===== config.mk =====
export PLATFORM = sky130hd
export DESIGN_NAME = wavetable_sound_generator
export DESIGN_NICKNAME = d
export VERILOG_FILES = /design/src/rtl/wsg_pkg.sv /design/src/rtl/wsg_ctrl.sv /design/src/rtl/wsg_datapath.sv /design/src/rtl/wavetable_sound_generator.sv
export VERILOG_INCLUDE_DIRS = /design/src /design/src/rtl
export SDC_FILE = /design/constraint.sdc
export NUM_CORES = 2
export LEC_CHECK = 0
export ABC_AREA = 1
export BUFFER_PORTS_ARGS = -buffer_cell sky130_fd_sc_hd__buf_2
export CORE_MARGIN = 2
export CORE_UTILIZATION = 30
export CTS_CLUSTER_DIAMETER = 50
export DETAILED_ROUTE_END_ITERATION = 16
export HOLD_SLACK_MARGIN = 0.08
export SYNTH_ARGS = -nofsm -noshare
export SYNTH_HDL_FRONTEND = slang
export SYNTH_SLANG_ARGS = --single-unit
export TNS_END_PERCENT = 10

===== constraint.sdc =====
create_clock -name clk_i -period 8.2 [get_ports clk_i]
set_input_delay 1.64 -clock clk_i [delete_from_list [all_inputs] [get_ports clk_i]]
set_output_delay 1.64 -clock clk_i [all_outputs]
set_load 0.02 [all_outputs]

===== src/rtl/wavetable_sound_generator_defines.svh =====
// ----------------------------------------------------------------------------
// Wavetable sound generator assertion macros
// Shared assertion helpers; they expand to nothing in synthesis builds.
// ----------------------------------------------------------------------------
`ifndef WAVETABLE_SOUND_GENERATOR_DEFINES_SVH
`define WAVETABLE_SOUND_GENERATOR_DEFINES_SVH
`ifndef SYNTHESIS
// A property that must hold at every clock edge outside reset.
`define WSG_ASSERT(label, prop, msg) \
  label: assert property (@(posedge clk_i) disable iff (!rst_ni) (prop)) \
    else $error(msg);
// A condition that must never be seen outside reset.
`define WSG_NEVER(label, expr, msg) \
  label: assert property (@(posedge clk_i) disable iff (!rst_ni) !(expr)) \
    else $error(msg);
`else
`define WSG_ASSERT(label, prop, msg)
`define WSG_NEVER(label, expr, msg)
`endif
`endif


===== src/rtl/wsg_pkg.sv =====
// ----------------------------------------------------------------------------
// Wavetable sound generator package
// Types, constants and helper functions shared by the generator modules.
// ----------------------------------------------------------------------------
package wsg_pkg;

  // Sizes of the design.
  localparam int unsigned MAX_VOICES_DEF = 8;
  localparam int unsigned VOICE_IDX_W    = 3;
  localparam int unsigned CNT_W          = 4;
  localparam int unsigned CFG_W          = 4;
  localparam int unsigned SUM_W          = 16;
  localparam int unsigned FREQ_W         = 20;
  localparam int unsigned PHASE_W        = 32;
  localparam int unsigned MULT_W         = 12;
  localparam int unsigned SLOT_W         = 3;
  localparam int unsigned DIV_CNT_W      = $clog2(SUM_W);

  // Frequency to phase step factors of the two register layouts.
  localparam logic [MULT_W-1:0] STEP_MUL_3V = 12'd2177;
  localparam logic [MULT_W-1:0] STEP_MUL_8B = 12'd544;

  // Last register fetch slot of each layout.
  localparam logic [SLOT_W-1:0] SLOT_LAST_3V = 3'd6;
  localparam logic [SLOT_W-1:0] SLOT_LAST_8B = 3'd3;

  // Configuration register indexes.
  localparam logic CFG_VOICE_COUNT  = 1'b0;
  localparam logic CFG_SOUND_ENABLE = 1'b1;

  // Operation codes of an input item.
  typedef enum logic [1:0] {
    OP_REG_WRITE = 2'd0,
    OP_REG_READ  = 2'd1,
    OP_TICK      = 2'd2,
    OP_WAVE_LOAD = 2'd3
  } wsg_op_e;

  typedef struct packed {
    logic [1:0] operation;
    logic [7:0] address;
    logic [7:0] write_data;
  } wsg_item_t;

  typedef struct packed {
    logic [7:0]  read_data;
    logic [14:0] sample_out;
  } wsg_result_t;

  // Commands from the controller to the datapath.
  typedef struct packed {
    logic                   reg_wr;
    logic                   reg_rd;
    logic                   wave_wr;
    logic                   fetch;
    logic [5:0]             fetch_addr;
    logic                   cap;
    logic [SLOT_W-1:0]      cap_slot;
    logic                   layout3;
    logic                   first_voice;
    logic [VOICE_IDX_W-1:0] voice;
    logic [CNT_W-1:0]       n;
    logic                   sum_clear;
    logic                   step_calc;
    logic                   accum;
    logic                   div_load;
    logic                   div_step;
    logic                   res_zero;
    logic                   res_read;
    logic                   res_sample;
  } wsg_cmd_t;

  // Register address of one fetch slot of a voice.
  function automatic logic [5:0] reg_addr(input logic                   layout3,
                                          input logic [VOICE_IDX_W-1:0] voice,
                                          input logic [SLOT_W-1:0]      slot);
    logic [5:0] base;
    logic [5:0] addr;
    if (layout3) begin
      // Three-voice layout: five registers apart per voice.
      base = {1'b0, voice, 2'b00} + {3'b000, voice};
      if (slot == 3'd0) begin
        addr = 6'h10;
      end else if (slot == SLOT_LAST_3V) begin
        addr = 6'h05 + base;
      end else begin
        addr = 6'h10 + {3'b000, slot} + base;
      end
    end else begin
      // Eight-byte layout starting at offset three.
      base = {voice, 3'b000} + 6'd3;
      addr = base + {3'b000, slot};
    end
    return addr;
  endfunction

endpackage


===== src/rtl/wsg_ctrl.sv =====
// ----------------------------------------------------------------------------
// Wavetable sound generator controller
// State machine that sequences register fetches, voice mixing and division.
// ----------------------------------------------------------------------------
`include "wavetable_sound_generator_defines.svh"

module wsg_ctrl #(
  parameter int unsigned MAX_VOICES = wsg_pkg::MAX_VOICES_DEF
) (
  input  logic                      clk_i,
  input  logic                      rst_ni,
  input  logic                      start_i,
  input  logic [1:0]                op_i,
  input  logic                      enable_i,
  input  logic [wsg_pkg::CNT_W-1:0] n_i,
  output logic                      busy_o,
  output logic                      done_o,
  output wsg_pkg::wsg_cmd_t         cmd_o
);
  import wsg_pkg::*;

  localparam int unsigned VW = $clog2(MAX_VOICES);

  typedef enum logic [8:0] {
    ST_IDLE  = 9'b000000001,
    ST_RD    = 9'b000000010,
    ST_FETCH = 9'b000000100,
    ST_WAITB = 9'b000001000,
    ST_STEP  = 9'b000010000,
    ST_ACC   = 9'b000100000,
    ST_DIVLD = 9'b001000000,
    ST_DIV   = 9'b010000000,
    ST_FIN   = 9'b100000000
  } state_e;

  state_e                state_q, state_d;
  logic [VW-1:0]         voice_q, voice_d;
  logic [SLOT_W-1:0]     slot_q, slot_d;
  logic [DIV_CNT_W-1:0]  div_cnt_q, div_cnt_d;
  logic                  cap_q;
  logic [SLOT_W-1:0]     cap_slot_q;
  logic                  done_q, done_d;
  logic                  layout3;
  logic [SLOT_W-1:0]     slot_last;
  logic                  last_voice;

  // Layout selection and voice loop bounds.
  assign layout3    = (n_i == 4'd3);
  assign slot_last  = layout3 ? SLOT_LAST_3V : SLOT_LAST_8B;
  assign last_voice = (CNT_W'(voice_q) == (n_i - 4'd1));

  // Next state and command decode.
  always_comb begin
    state_d            = state_q;
    voice_d            = voice_q;
    slot_d             = slot_q;
    div_cnt_d          = div_cnt_q;
    done_d             = 1'b0;
    cmd_o              = '0;
    cmd_o.layout3      = layout3;
    cmd_o.n            = n_i;
    cmd_o.voice        = VOICE_IDX_W'(voice_q);
    cmd_o.first_voice  = (voice_q == '0);
    cmd_o.cap          = cap_q;
    cmd_o.cap_slot     = cap_slot_q;
    cmd_o.fetch_addr   = reg_addr(layout3, VOICE_IDX_W'(voice_q), slot_q);
    unique case (state_q)
      ST_IDLE: begin
        if (start_i) begin
          unique case (op_i)
            OP_REG_WRITE: begin
              cmd_o.reg_wr   = 1'b1;
              cmd_o.res_zero = 1'b1;
              done_d         = 1'b1;
            end
            OP_REG_READ: begin
              cmd_o.reg_rd = 1'b1;
              state_d      = ST_RD;
            end
            OP_TICK: begin
              if (enable_i) begin
                cmd_o.sum_clear = 1'b1;
                voice_d         = '0;
                slot_d          = '0;
                state_d         = ST_FETCH;
              end else begin
                cmd_o.res_zero = 1'b1;
                done_d         = 1'b1;
              end
            end
            OP_WAVE_LOAD: begin
              cmd_o.wave_wr  = 1'b1;
              cmd_o.res_zero = 1'b1;
              done_d         = 1'b1;
            end
            default: ;
          endcase
        end
      end
      ST_RD: begin
        cmd_o.res_read = 1'b1;
        done_d         = 1'b1;
        state_d        = ST_IDLE;
      end
      ST_FETCH: begin
        cmd_o.fetch = 1'b1;
        slot_d      = slot_q + 1'b1;
        if (slot_q == slot_last) begin
          state_d = ST_WAITB;
        end
      end
      ST_WAITB: begin
        state_d = ST_STEP;
      end
      ST_STEP: begin
        cmd_o.step_calc = 1'b1;
        state_d         = ST_ACC;
      end
      ST_ACC: begin
        cmd_o.accum = 1'b1;
        if (last_voice) begin
          state_d = ST_DIVLD;
        end else begin
          voice_d = voice_q + 1'b1;
          slot_d  = '0;
          state_d = ST_FETCH;
        end
      end
      ST_DIVLD: begin
        cmd_o.div_load = 1'b1;
        div_cnt_d      = '1;
        state_d        = ST_DIV;
      end
      ST_DIV: begin
        cmd_o.div_step = 1'b1;
        div_cnt_d      = div_cnt_q - 1'b1;
        if (div_cnt_q == '0) begin
          state_d = ST_FIN;
        end
      end
      ST_FIN: begin
        cmd_o.res_sample = 1'b1;
        done_d           = 1'b1;
        state_d          = ST_IDLE;
      end
      default: begin
        state_d = ST_IDLE;
      end
    endcase
  end

  // Control registers.
  always_ff @(posedge clk_i or negedge rst_ni) begin
    if (!rst_ni) begin
      state_q    <= ST_IDLE;
      voice_q    <= '0;
      slot_q     <= '0;
      div_cnt_q  <= '0;
      cap_q      <= 1'b0;
      cap_slot_q <= '0;
      done_q     <= 1'b0;
    end else begin
      state_q    <= state_d;
      voice_q    <= voice_d;
      slot_q     <= slot_d;
      div_cnt_q  <= div_cnt_d;
      cap_q      <= cmd_o.fetch;
      cap_slot_q <= slot_q;
      done_q     <= done_d;
    end
  end

  assign busy_o = (state_q != ST_IDLE);
  assign done_o = done_q;

  // A fetch never runs past the last slot of the layout.
  `WSG_NEVER(a_slot_in_range, (state_q == ST_FETCH) && (slot_q > slot_last), "slot overrun")
  // The voice counter stays below the active voice count.
  `WSG_NEVER(a_voice_in_range, (state_q == ST_FETCH) && (CNT_W'(voice_q) >= n_i), "voice overrun")
  // A captured byte only arrives while fetching or in the byte wait state.
  `WSG_ASSERT(a_cap_state, cap_q |-> (state_q == ST_FETCH || state_q == ST_WAITB), "stray capture")
  // The mixed sample is strobed right after the final state.
  `WSG_ASSERT(a_fin_done, (state_q == ST_FIN) |=> done_q, "missing sample strobe")

endmodule


===== src/rtl/wsg_datapath.sv =====
// ----------------------------------------------------------------------------
// Wavetable sound generator datapath
// Register file, wave table, voice phases, mixer and sample divider.
// ----------------------------------------------------------------------------
module wsg_datapath #(
  parameter int unsigned MAX_VOICES = wsg_pkg::MAX_VOICES_DEF
) (
  input  logic                  clk_i,
  input  logic                  rst_ni,
  input  wsg_pkg::wsg_item_t    item_i,
  input  wsg_pkg::wsg_cmd_t     cmd_i,
  output wsg_pkg::wsg_result_t  result_o
);
  import wsg_pkg::*;

  localparam int unsigned VW = $clog2(MAX_VOICES);

  // Sound register file with valid bits for the all-zero reset value.
  logic [7:0]              reg_mem [64];
  logic [63:0]             reg_valid_q;
  logic [5:0]              rd_addr;
  logic [7:0]              rdata_q;
  logic                    rvalid_q;
  logic [7:0]              rbyte;

  // Wave table with valid bits.
  logic [3:0]              wave_mem [256];
  logic [255:0]            wave_valid_q;
  logic [7:0]              widx;
  logic [3:0]              wdata_q;
  logic                    wvalid_q;
  logic [3:0]              nibble;

  // Voice decode and mixing state.
  logic [PHASE_W-1:0]      phase_q [MAX_VOICES];
  logic [VW-1:0]           vidx;
  logic [FREQ_W-1:0]       freq_q;
  logic [2:0]              vol_q;
  logic [2:0]              wave_q;
  logic [PHASE_W-1:0]      step_q;
  logic [MULT_W-1:0]       mult;
  logic [PHASE_W-1:0]      prod;
  logic                    active;
  logic [6:0]              term;
  logic [SUM_W-1:0]        sum_q;

  // Divider state.
  logic [SUM_W-1:0]        quo_q;
  logic [CNT_W-1:0]        rem_q;
  logic [CNT_W:0]          rem_sh;
  logic                    rem_ge;
  logic [CNT_W:0]          rem_sub;
  logic [14:0]             sample;

  wsg_result_t             result_q;

  assign vidx = cmd_i.voice[VW-1:0];

  // Register file port: writes from items, reads for items or voice fetches.
  assign rd_addr = cmd_i.reg_rd ? item_i.address[5:0] : cmd_i.fetch_addr;

  always_ff @(posedge clk_i) begin
    if (cmd_i.reg_wr) begin
      reg_mem[item_i.address[5:0]] <= item_i.write_data;
    end
    rdata_q <= reg_mem[rd_addr];
  end

  always_ff @(posedge clk_i or negedge rst_ni) begin
    if (!rst_ni) begin
      reg_valid_q <= '0;
      rvalid_q    <= 1'b0;
    end else begin
      if (cmd_i.reg_wr) begin
        reg_valid_q[item_i.address[5:0]] <= 1'b1;
      end
      rvalid_q <= reg_valid_q[rd_addr];
    end
  end

  assign rbyte = rvalid_q ? rdata_q : 8'h00;

  // Wave table port: loads keep the low nibble; reads index by wave and phase.
  assign widx = {wave_q, phase_q[vidx][29:25]};

  always_ff @(posedge clk_i) begin
    if (cmd_i.wave_wr) begin
      wave_mem[item_i.address] <= item_i.write_data[3:0];
    end
    wdata_q <= wave_mem[widx];
  end

  always_ff @(posedge clk_i or negedge rst_ni) begin
    if (!rst_ni) begin
      wave_valid_q <= '0;
      wvalid_q     <= 1'b0;
    end else begin
      if (cmd_i.wave_wr) begin
        wave_valid_q[item_i.address] <= 1'b1;
      end
      wvalid_q <= wave_valid_q[widx];
    end
  end

  assign nibble = wvalid_q ? wdata_q : 4'h0;

  // Collect the voice fields as the fetched bytes arrive.
  always_ff @(posedge clk_i) begin
    if (cmd_i.cap) begin
      if (cmd_i.layout3) begin
        case (cmd_i.cap_slot)
          3'd0: freq_q[3:0]   <= cmd_i.first_voice ? rbyte[3:0] : 4'h0;
          3'd1: freq_q[7:4]   <= rbyte[3:0];
          3'd2: freq_q[11:8]  <= rbyte[3:0];
          3'd3: freq_q[15:12] <= rbyte[3:0];
          3'd4: freq_q[19:16] <= rbyte[3:0];
          3'd5: vol_q         <= rbyte[3:1];
          3'd6: wave_q        <= rbyte[2:0];
          default: ;
        endcase
      end else begin
        case (cmd_i.cap_slot)
          3'd0: vol_q        <= rbyte[3:1];
          3'd1: freq_q[7:0]  <= rbyte;
          3'd2: freq_q[15:8] <= rbyte;
          3'd3: begin
            freq_q[19:16] <= rbyte[3:0];
            wave_q        <= rbyte[6:4];
          end
          default: ;
        endcase
      end
    end
  end

  // Phase step, registered before it feeds the phase adder.
  assign mult = cmd_i.layout3 ? STEP_MUL_3V : STEP_MUL_8B;
  assign prod = PHASE_W'(freq_q) * PHASE_W'(mult);

  always_ff @(posedge clk_i) begin
    if (cmd_i.step_calc) begin
      step_q <= prod;
    end
  end

  // A voice plays unless its step or volume rules it out for the layout.
  assign active = cmd_i.layout3 ? ((step_q != '0) && (vol_q != 3'd0))
                                : ((step_q != '0) || (vol_q != 3'd0));
  assign term   = 7'(nibble) * 7'(vol_q);

  // Mix accumulator.
  always_ff @(posedge clk_i) begin
    if (cmd_i.sum_clear) begin
      sum_q <= '0;
    end else if (cmd_i.accum && active) begin
      sum_q <= sum_q + SUM_W'({term, 6'b000000});
    end
  end

  // Voice phases: advance when active, clear when not.
  always_ff @(posedge clk_i or negedge rst_ni) begin
    if (!rst_ni) begin
      for (int i = 0; i < MAX_VOICES; i++) begin
        phase_q[i] <= '0;
      end
    end else if (cmd_i.accum) begin
      phase_q[vidx] <= active ? (phase_q[vidx] + step_q) : '0;
    end
  end

  // Restoring divider by the voice count, one quotient bit per cycle.
  assign rem_sh  = {rem_q, quo_q[SUM_W-1]};
  assign rem_ge  = (rem_sh >= {1'b0, cmd_i.n});
  assign rem_sub = rem_sh - {1'b0, cmd_i.n};

  always_ff @(posedge clk_i) begin
    if (cmd_i.div_load) begin
      quo_q <= sum_q;
      rem_q <= '0;
    end else if (cmd_i.div_step) begin
      quo_q <= {quo_q[SUM_W-2:0], rem_ge};
      rem_q <= rem_ge ? rem_sub[CNT_W-1:0] : rem_sh[CNT_W-1:0];
    end
  end

  // Quotient times four, saturated to the sample range.
  assign sample = (quo_q[SUM_W-1:13] != '0) ? 15'h7fff : {quo_q[12:0], 2'b00};

  // Result register.
  always_ff @(posedge clk_i) begin
    if (cmd_i.res_zero) begin
      result_q <= '0;
    end else if (cmd_i.res_read) begin
      result_q.read_data  <= rbyte;
      result_q.sample_out <= '0;
    end else if (cmd_i.res_sample) begin
      result_q.read_data  <= '0;
      result_q.sample_out <= sample;
    end
  end

  assign result_o = result_q;

endmodule


===== src/rtl/wavetable_sound_generator.sv =====
// ----------------------------------------------------------------------------
// Wavetable sound generator
// Multi-voice wavetable sound chip with a register file and a wave table.
// ----------------------------------------------------------------------------
// An item is taken when start_i is high and busy_o is low, and its one result
// appears on result_o for the single cycle in which done_o is high; the
// receiver must take it then. Register writes and wave table loads, and ticks
// while sound is disabled, give their result in the next cycle and leave the
// block free to take the next item at once. A register read keeps the block
// busy while it passes through a read state, and gives its result later than
// a write. An enabled tick keeps it busy while it fetches each active voice's
// register bytes (seven in the three-voice layout, four in the eight-byte
// layout) and then divides the mix of the voices by the voice count. That
// busy time is set by the single read port of the register file, one byte
// per cycle, and by the sixteen-step divider. Configuration must be written
// only while idle; the block itself does not enforce it.
module wavetable_sound_generator #(
  parameter int unsigned MAX_VOICES = wsg_pkg::MAX_VOICES_DEF
) (
  input  logic                      clk_i,
  input  logic                      rst_ni,
  input  logic                      start_i,
  input  wsg_pkg::wsg_item_t        item_i,
  output logic                      busy_o,
  output logic                      done_o,
  output wsg_pkg::wsg_result_t      result_o,
  input  logic                      cfg_we_i,
  input  logic                      cfg_idx_i,
  input  logic [wsg_pkg::CFG_W-1:0] cfg_wdata_i
);
  import wsg_pkg::*;

  logic [CNT_W-1:0] voice_count_q;
  logic             sound_enable_q;
  logic [CNT_W-1:0] n_eff;
  wsg_cmd_t         cmd;

  // Configuration registers.
  always_ff @(posedge clk_i or negedge rst_ni) begin
    if (!rst_ni) begin
      voice_count_q  <= 4'd3;
      sound_enable_q <= 1'b1;
    end else if (cfg_we_i) begin
      unique case (cfg_idx_i)
        CFG_VOICE_COUNT:  voice_count_q  <= cfg_wdata_i;
        CFG_SOUND_ENABLE: sound_enable_q <= cfg_wdata_i[0];
        default: ;
      endcase
    end
  end

  // Voice count clamped to one through the voice limit.
  always_comb begin
    if (voice_count_q == '0) begin
      n_eff = 4'd1;
    end else if (voice_count_q > CNT_W'(MAX_VOICES)) begin
      n_eff = CNT_W'(MAX_VOICES);
    end else begin
      n_eff = voice_count_q;
    end
  end

  // Controller.
  wsg_ctrl #(
    .MAX_VOICES (MAX_VOICES)
  ) u_ctrl (
    .clk_i    (clk_i),
    .rst_ni   (rst_ni),
    .start_i  (start_i),
    .op_i     (item_i.operation),
    .enable_i (sound_enable_q),
    .n_i      (n_eff),
    .busy_o   (busy_o),
    .done_o   (done_o),
    .cmd_o    (cmd)
  );

  // Datapath.
  wsg_datapath #(
    .MAX_VOICES (MAX_VOICES)
  ) u_datapath (
    .clk_i    (clk_i),
    .rst_ni   (rst_ni),
    .item_i   (item_i),
    .cmd_i    (cmd),
    .result_o (result_o)
  );

endmodule


# Word level (Yosys, flattened, before mapping)
# Memory sizes are Yosys's and may differ from the RTL's. A register that Yosys moved wholly into a read port is not among the register bits.
# Cells that the tools add are included.
[totals]
ram_bits = 1536
mem_count = 2
input_bits = 27
ff_bits = 724
elab_cells = 227
[op_classes]
n_mul = 2
n_eq_ne = 36
reduce_logical = 39
mux = 87
n_bitwise = 4
n_lt_le_gt_ge = 10
addsub = 13
[memory_table]
columns = ["memory", "words", "width", "rd", "rd_clocked_by_memory_dff", "write_ports", "line", "rtl"]
rows = [
  ["u_datapath.wave_mem", 256, 4, 1, 1, 1, "wsg_datapath.sv:27", "logic [3:0] wave_mem [256];"],
  ["u_datapath.reg_mem", 64, 8, 1, 1, 1, "wsg_datapath.sv:19", "logic [7:0] reg_mem [64];"],
]
[op_table]
columns = ["cell", "count"]
rows = [
  ["$bwmux W256", 1],
  ["$or A256 B256 Y256", 1],
  ["$mux W32", 4],
  ["$bmux W32 S3", 1],
  ["$demux W32 S3", 1],
  ["$or A64 B64 Y64", 1],
  ["$pmux W9 S7", 1],
  ["$mux W23", 2],
  ["$mux W3", 14],
  ["$mux W4", 10],
  ["$mux W9", 4],
  ["$add A32 B32 Y32", 1],
  ["$mul A20 B12 Y32", 1],
  ["$mux W16", 2],
  ["$reduce_bool A32 Y1", 1],
  ["$mux W1", 26],
  ["$mux W6", 4],
  ["$mux W8", 3],
  ["$mux W20", 1],
  ["$lt A8 B9 Y1 const B", 2],
  ["$pmux W9 S2", 1],
  ["$add A16 B13 Y16", 1],
  ["$reduce_bool A2 Y1", 8],
  ["$mux W15", 1],
  ["other kinds (60)", 99],
]

# Longest topological paths before layout
[depth]
ltp_word = 8
ltp_mapped = 27
mapped_depth_nobuf = 26

# Modules after synthesis
# Synthesis repeated with hierarchy kept, for this count alone.
[unflattened]
hier_cells = 9967
area_unflattened_um2 = 101099.5
[by_module_without_submodules]
columns = ["module", "cells_each", "instances", "area_each_um2", "seq_area_each_um2"]
rows = [
  ["wsg_datapath", 9648, 1, 98752.2, 63370.8],
  ["wsg_ctrl", 287, 1, 2097.0, 601.8],
  ["wavetable_sound_generator", 32, 1, 250.2, 128.9],
]

# Least setup slack after synthesis
# OpenSTA, ideal clock, no wires.
[synth_timing]
path_kind = "register to register"
from = "reg voice_count_q[1]"
to = "reg u_datapath.step_q[27] (data pin)"
path_buffers = 3
path_slack_ps = 2406
arrival_time_ps = 5535
required_ps = 7941
path_stages_with_launch = 28
period_less_slack_ps = 5794
setup_time_ps = 259
path_cell_list = "dfstp_2 > nor2_1 > o21ai_0 > inv_1 > ha_1 > nand2_1 > clkbuf_1 > clkbuf_1 > clkbuf_1 > nor2_1 > fa_1 > inv_1 > fa_1 > inv_1 > fa_1 > ha_1 > ha_1 > nand2_1 > inv_1 > nand4_1 > nand2_1 > inv_1 > o21ai_0 > a21oi_1 > o21ai_0 > nand3_1 > nand2_1 > xor2_1"
[synth_between]
elab_chain_cells = 6
[synth_rtl]
columns = ["item", "line", "rtl"]
rows = [
  ["start, declared", "wavetable_sound_generator.sv:33", "logic [CNT_W-1:0] voice_count_q;"],
  ["start signal, assigned", "wavetable_sound_generator.sv:45", "CFG_VOICE_COUNT: voice_count_q <= cfg_wdata_i;"],
  ["$gt A4 B4 Y1", "wavetable_sound_generator.sv:56", "end else if (voice_count_q > CNT_W'(MAX_VOICES)) begin"],
  ["$mux W4", "wavetable_sound_generator.sv:56", ""],
  ["$mux W4 (*)", "wavetable_sound_generator.sv:54", "if (voice_count_q == '0) begin"],
  ["$eq A4 B2 Y1 (*)", "wsg_ctrl.sv:48", "assign layout3 = (n_i == 4'd3);"],
  ["$mux W12 (*)", "wsg_datapath.sv:137", "assign mult = cmd_i.layout3 ? STEP_MUL_3V : STEP_MUL_8B;"],
  ["$mul A20 B12 Y32 (*)", "wsg_datapath.sv:138", "assign prod = PHASE_W'(freq_q) * PHASE_W'(mult);"],
  ["net u_datapath.prod[27]", "wsg_datapath.sv:42", "logic [PHASE_W-1:0] prod;"],
  ["end signal, assigned", "wsg_datapath.sv:142", "step_q <= prod;"],
  ["end, declared", "wsg_datapath.sv:40", "logic [PHASE_W-1:0] step_q;"],
]
# Mark *: on every way through the listed nets, which the timed path passes. The rest lies on a longest branch.
# A chain may end at the register's enable or synchronous reset.

# Final worst setup path
# Ends and elaborated chain as after synthesis.

==> impl_metrics.ini <==
[power_and_ir_drop]
p_sw_share_pct = 35.5
powerDensity_mw_per_mm2 = 287
comb_power_share_pct = 28.6
power.net_switching_w = 0.0118
p_total_w = 0.0332
peakVddDrop_mv = 0.421
internal_power_w = 0.0214
leakagePower_nw = 47.9
clock_power_share_pct = 33.4
pwr-share-seq_pct = 38.0

[global_route]
grt_first_pass_wirelength_mm = 433
antenna_found_initial = 10
track_usage_pct = 16.0
grt_pass1_vias = 69677
grt_overflow = 0
grt_max_degree = 206

[worst_hold_path]
min_path_type = register to register
hold-path-cell-count = 2

[critical_path]
reg2reg_depth = 27
critPathTopFamily = adder cells
slowest_delay_ns = 0.54
crit_fanout = 51
crit_buf_inv = 7
end_kind = register
critPathLaunchType = register
crit_required_ns = 8.84
arrival_ns = 6.66
path_depth = 27
cpMaxStageDelayCell = dfstp_2
critPathKind = register to register
path_common_cell = inv_1

[sta]
final_max_slew_viol_count = 0
worstMarginPinSlew_ns = 1.19
holdWs_ns = 0.453
slew_headroom_pct = 20.4
finalHoldViolCount = 0
fin_crit_sh_pct = 73.5
fmax_ghz = 0.166
grt_setup_unrepaired = no
tns_ns = 0
setup_viol = 0
finalCriticalPeriod_ns = 6.02
fin_skew_ns = 0.0616

[finish]
syn_to_final_growth_pct = 12.6
utilization_pct = 34.0
most-common-layout-cells = nand2_1 (2,044), edfxtp_1 (1,610), inv_1 (1,471)
nets = 10438
drive_gt1_share_pct = 6.94
final_common_cell = nand2_1
stdcell_area_mm2 = 0.116

[clock_tree]
cts-htree-levels = 4
cts_tree = built
post_cts_resized = 0
cts_setup_buffers = 0
cts_hold_buf = 0
cts_buffers = 246
clkLatencyLatePin_ns = 0.91
clock_sinks = 2249
root_buffer = clkbuf_16
path_clk_slew_ns = 0.06
cts_buffer_depth = 4

[job]
maxCapViolCount = 0

[die]
initial_core_util_pct = 30.2
die_w_um = 589
dieArea_mm2 = 0.347
die_h_um = 589
core_area_mm2 = 0.340
ios = 52
row_count = 214

[route]
via_count = 72434
wl_per_cell_um = 19.1
routed_wl_mm = 285
final_antenna_net_count = 0
drc = 0
routed_via_density = 4.84
first_pass_iters = 6
drt_iter0_drc = 6911

[place]
post-dp-hpwl_mm = 173
place_congestion = 0.864
post_dp_cell_area_mm2 = 0.108
numPortBuffers = 51

[synth]
synth-async-reset-ratio_pct = 26.3
ys_types = 58
yosysSeqAreaShare_pct = 62.4
synth.avg_cell_area_um2 = 9.91
netlist_instances = 10362
yosys_most_used_dff = edfxtp_1
synth_seq_cells = 2249
netlist_area_mm2 = 0.103
synth_edf_count = 1610
ys_warn_count = 0

[status]
outcome = finished clean
## cell families (layout without fill, tap and decap cells)
logic type,after synthesis,count (layout),synth area share [%]
AND/OR/NAND/NOR,4376,4376,18.2
flip-flops,2249,2249,62.4
buffers and inverters,2081,2130,8.05
AO/OA/AOI/OAI,1417,1417,8.26
adder cells (fa/ha/maj),190,190,2.67
XOR/XNOR,45,45,0.384
other,2,21,0.00731
multiplexers,2,2,0.0219
## tightest hold or removal path, delay by kind of cell (launching register included)
kind,cells,cell delay [ns]
AO/OA/AOI/OAI,1,0.06
buffers and inverters,1,0.04
flip-flops,1,0.32
## stage by stage
stage	setup WS, ns	std cells
floorplan	2.41	10378
global placement	2.10	14509
detailed placement	2.18	14509
CTS	2.16	14963
global route	1.72	14964
finish	2.18	14966
## routing by layer
layer / track usage (%) / vias up / share of wire (%) / routed length (um)
met2: 26.7 / 2215 / 47 / 135000
li1: - / 34449 / - / -
met4: 5.76 / 2 / 3.3 / 9510
met5: 0 / - / 0.0060 / 17
met1: 21.4 / 35293 / 43 / 123000
met3: 2.07 / 475 / 6.3 / 18100
## final cells by class
type | count | area [um^2]
clock inverter | 115 | 1140
fill | 33960 | 225000
tap | 4536 | 5680
multi-input combinational | 6048 | 30600
sequential | 2249 | 64100
timing repair buffer | 175 | 1510
inverter | 1501 | 5640
clock buffer | 339 | 6980
antenna | 3 | 7.51
## registers in the layout, indices dropped and copies added (netlist names), 3 cells and up
signal                   cells
voice_count_q                4
u_ctrl.voice_q               3
u_datapath.rem_q             4
u_datapath.rdata_q           8
u_datapath.quo_q            16
u_datapath.wave_mem       1024
u_datapath.result_o         22
u_datapath.phase_q         240
u_ctrl.state_q               9
u_datapath.vol_q             3
u_datapath.reg_mem         512
u_datapath.wave_q            3
u_ctrl.cap_slot_q            3
u_datapath.reg_valid_q      64
u_datapath.wave_valid_q    256
u_datapath.sum_q            10
u_ctrl.div_cnt_q             4
u_datapath.freq_q           20
u_datapath.wdata_q           4
u_datapath.step_q           32
u_ctrl.slot_q                3
## power by group through the flow
stage,Sequential (W),Clock (W),Combinational (W)
finish,0.0126,0.0111,0.00950
CTS,0.0126,0.0112,0.00947
global placement,0.0128,0,0.00940
floorplan,0.0128,0,0.00623
global route,0.0126,0.0116,0.0104
detailed placement,0.0128,0,0.00944
## cells in the mapped netlist, types with 52 or more instances
cell type	count	area [um^2]
ha_1	141	1760
nand2_1	2050	7690
o211ai_1	451	3390
nor2_1	729	2740
a21oi_1	153	766
inv_1	1476	5540
nand3_1	1377	6890
dfrtp_1	587	14700
o21ai_0	721	3610
or2_2	95	594
buf_2	275	1380
nor3_1	52	260
clkbuf_1	249	935
edfxtp_1	1610	48300
## path summary, 6_finish.rpt
check                                                       start                                  endpoint  slack, ns
max                                  voice_count_q[1]$_DFFE_PN1P_           u_datapath.step_q[27]$_DFFE_PP_       2.18
min                        u_datapath.reg_valid_q[35]$_DFFE_PN0P_    u_datapath.reg_valid_q[35]$_DFFE_PN0P_       0.45
max reg2reg                          voice_count_q[1]$_DFFE_PN1P_           u_datapath.step_q[27]$_DFFE_PP_       2.18
min reg2reg                u_datapath.reg_valid_q[35]$_DFFE_PN0P_    u_datapath.reg_valid_q[35]$_DFFE_PN0P_       0.45
max in group asynchronous                                  rst_ni  u_datapath.wave_valid_q[134]$_DFFE_PN0P_       5.71
min in group asynchronous                                  rst_ni   u_datapath.wave_valid_q[62]$_DFFE_PN0P_       0.67
No activity file was read; power rests on OpenSTA's default activity.
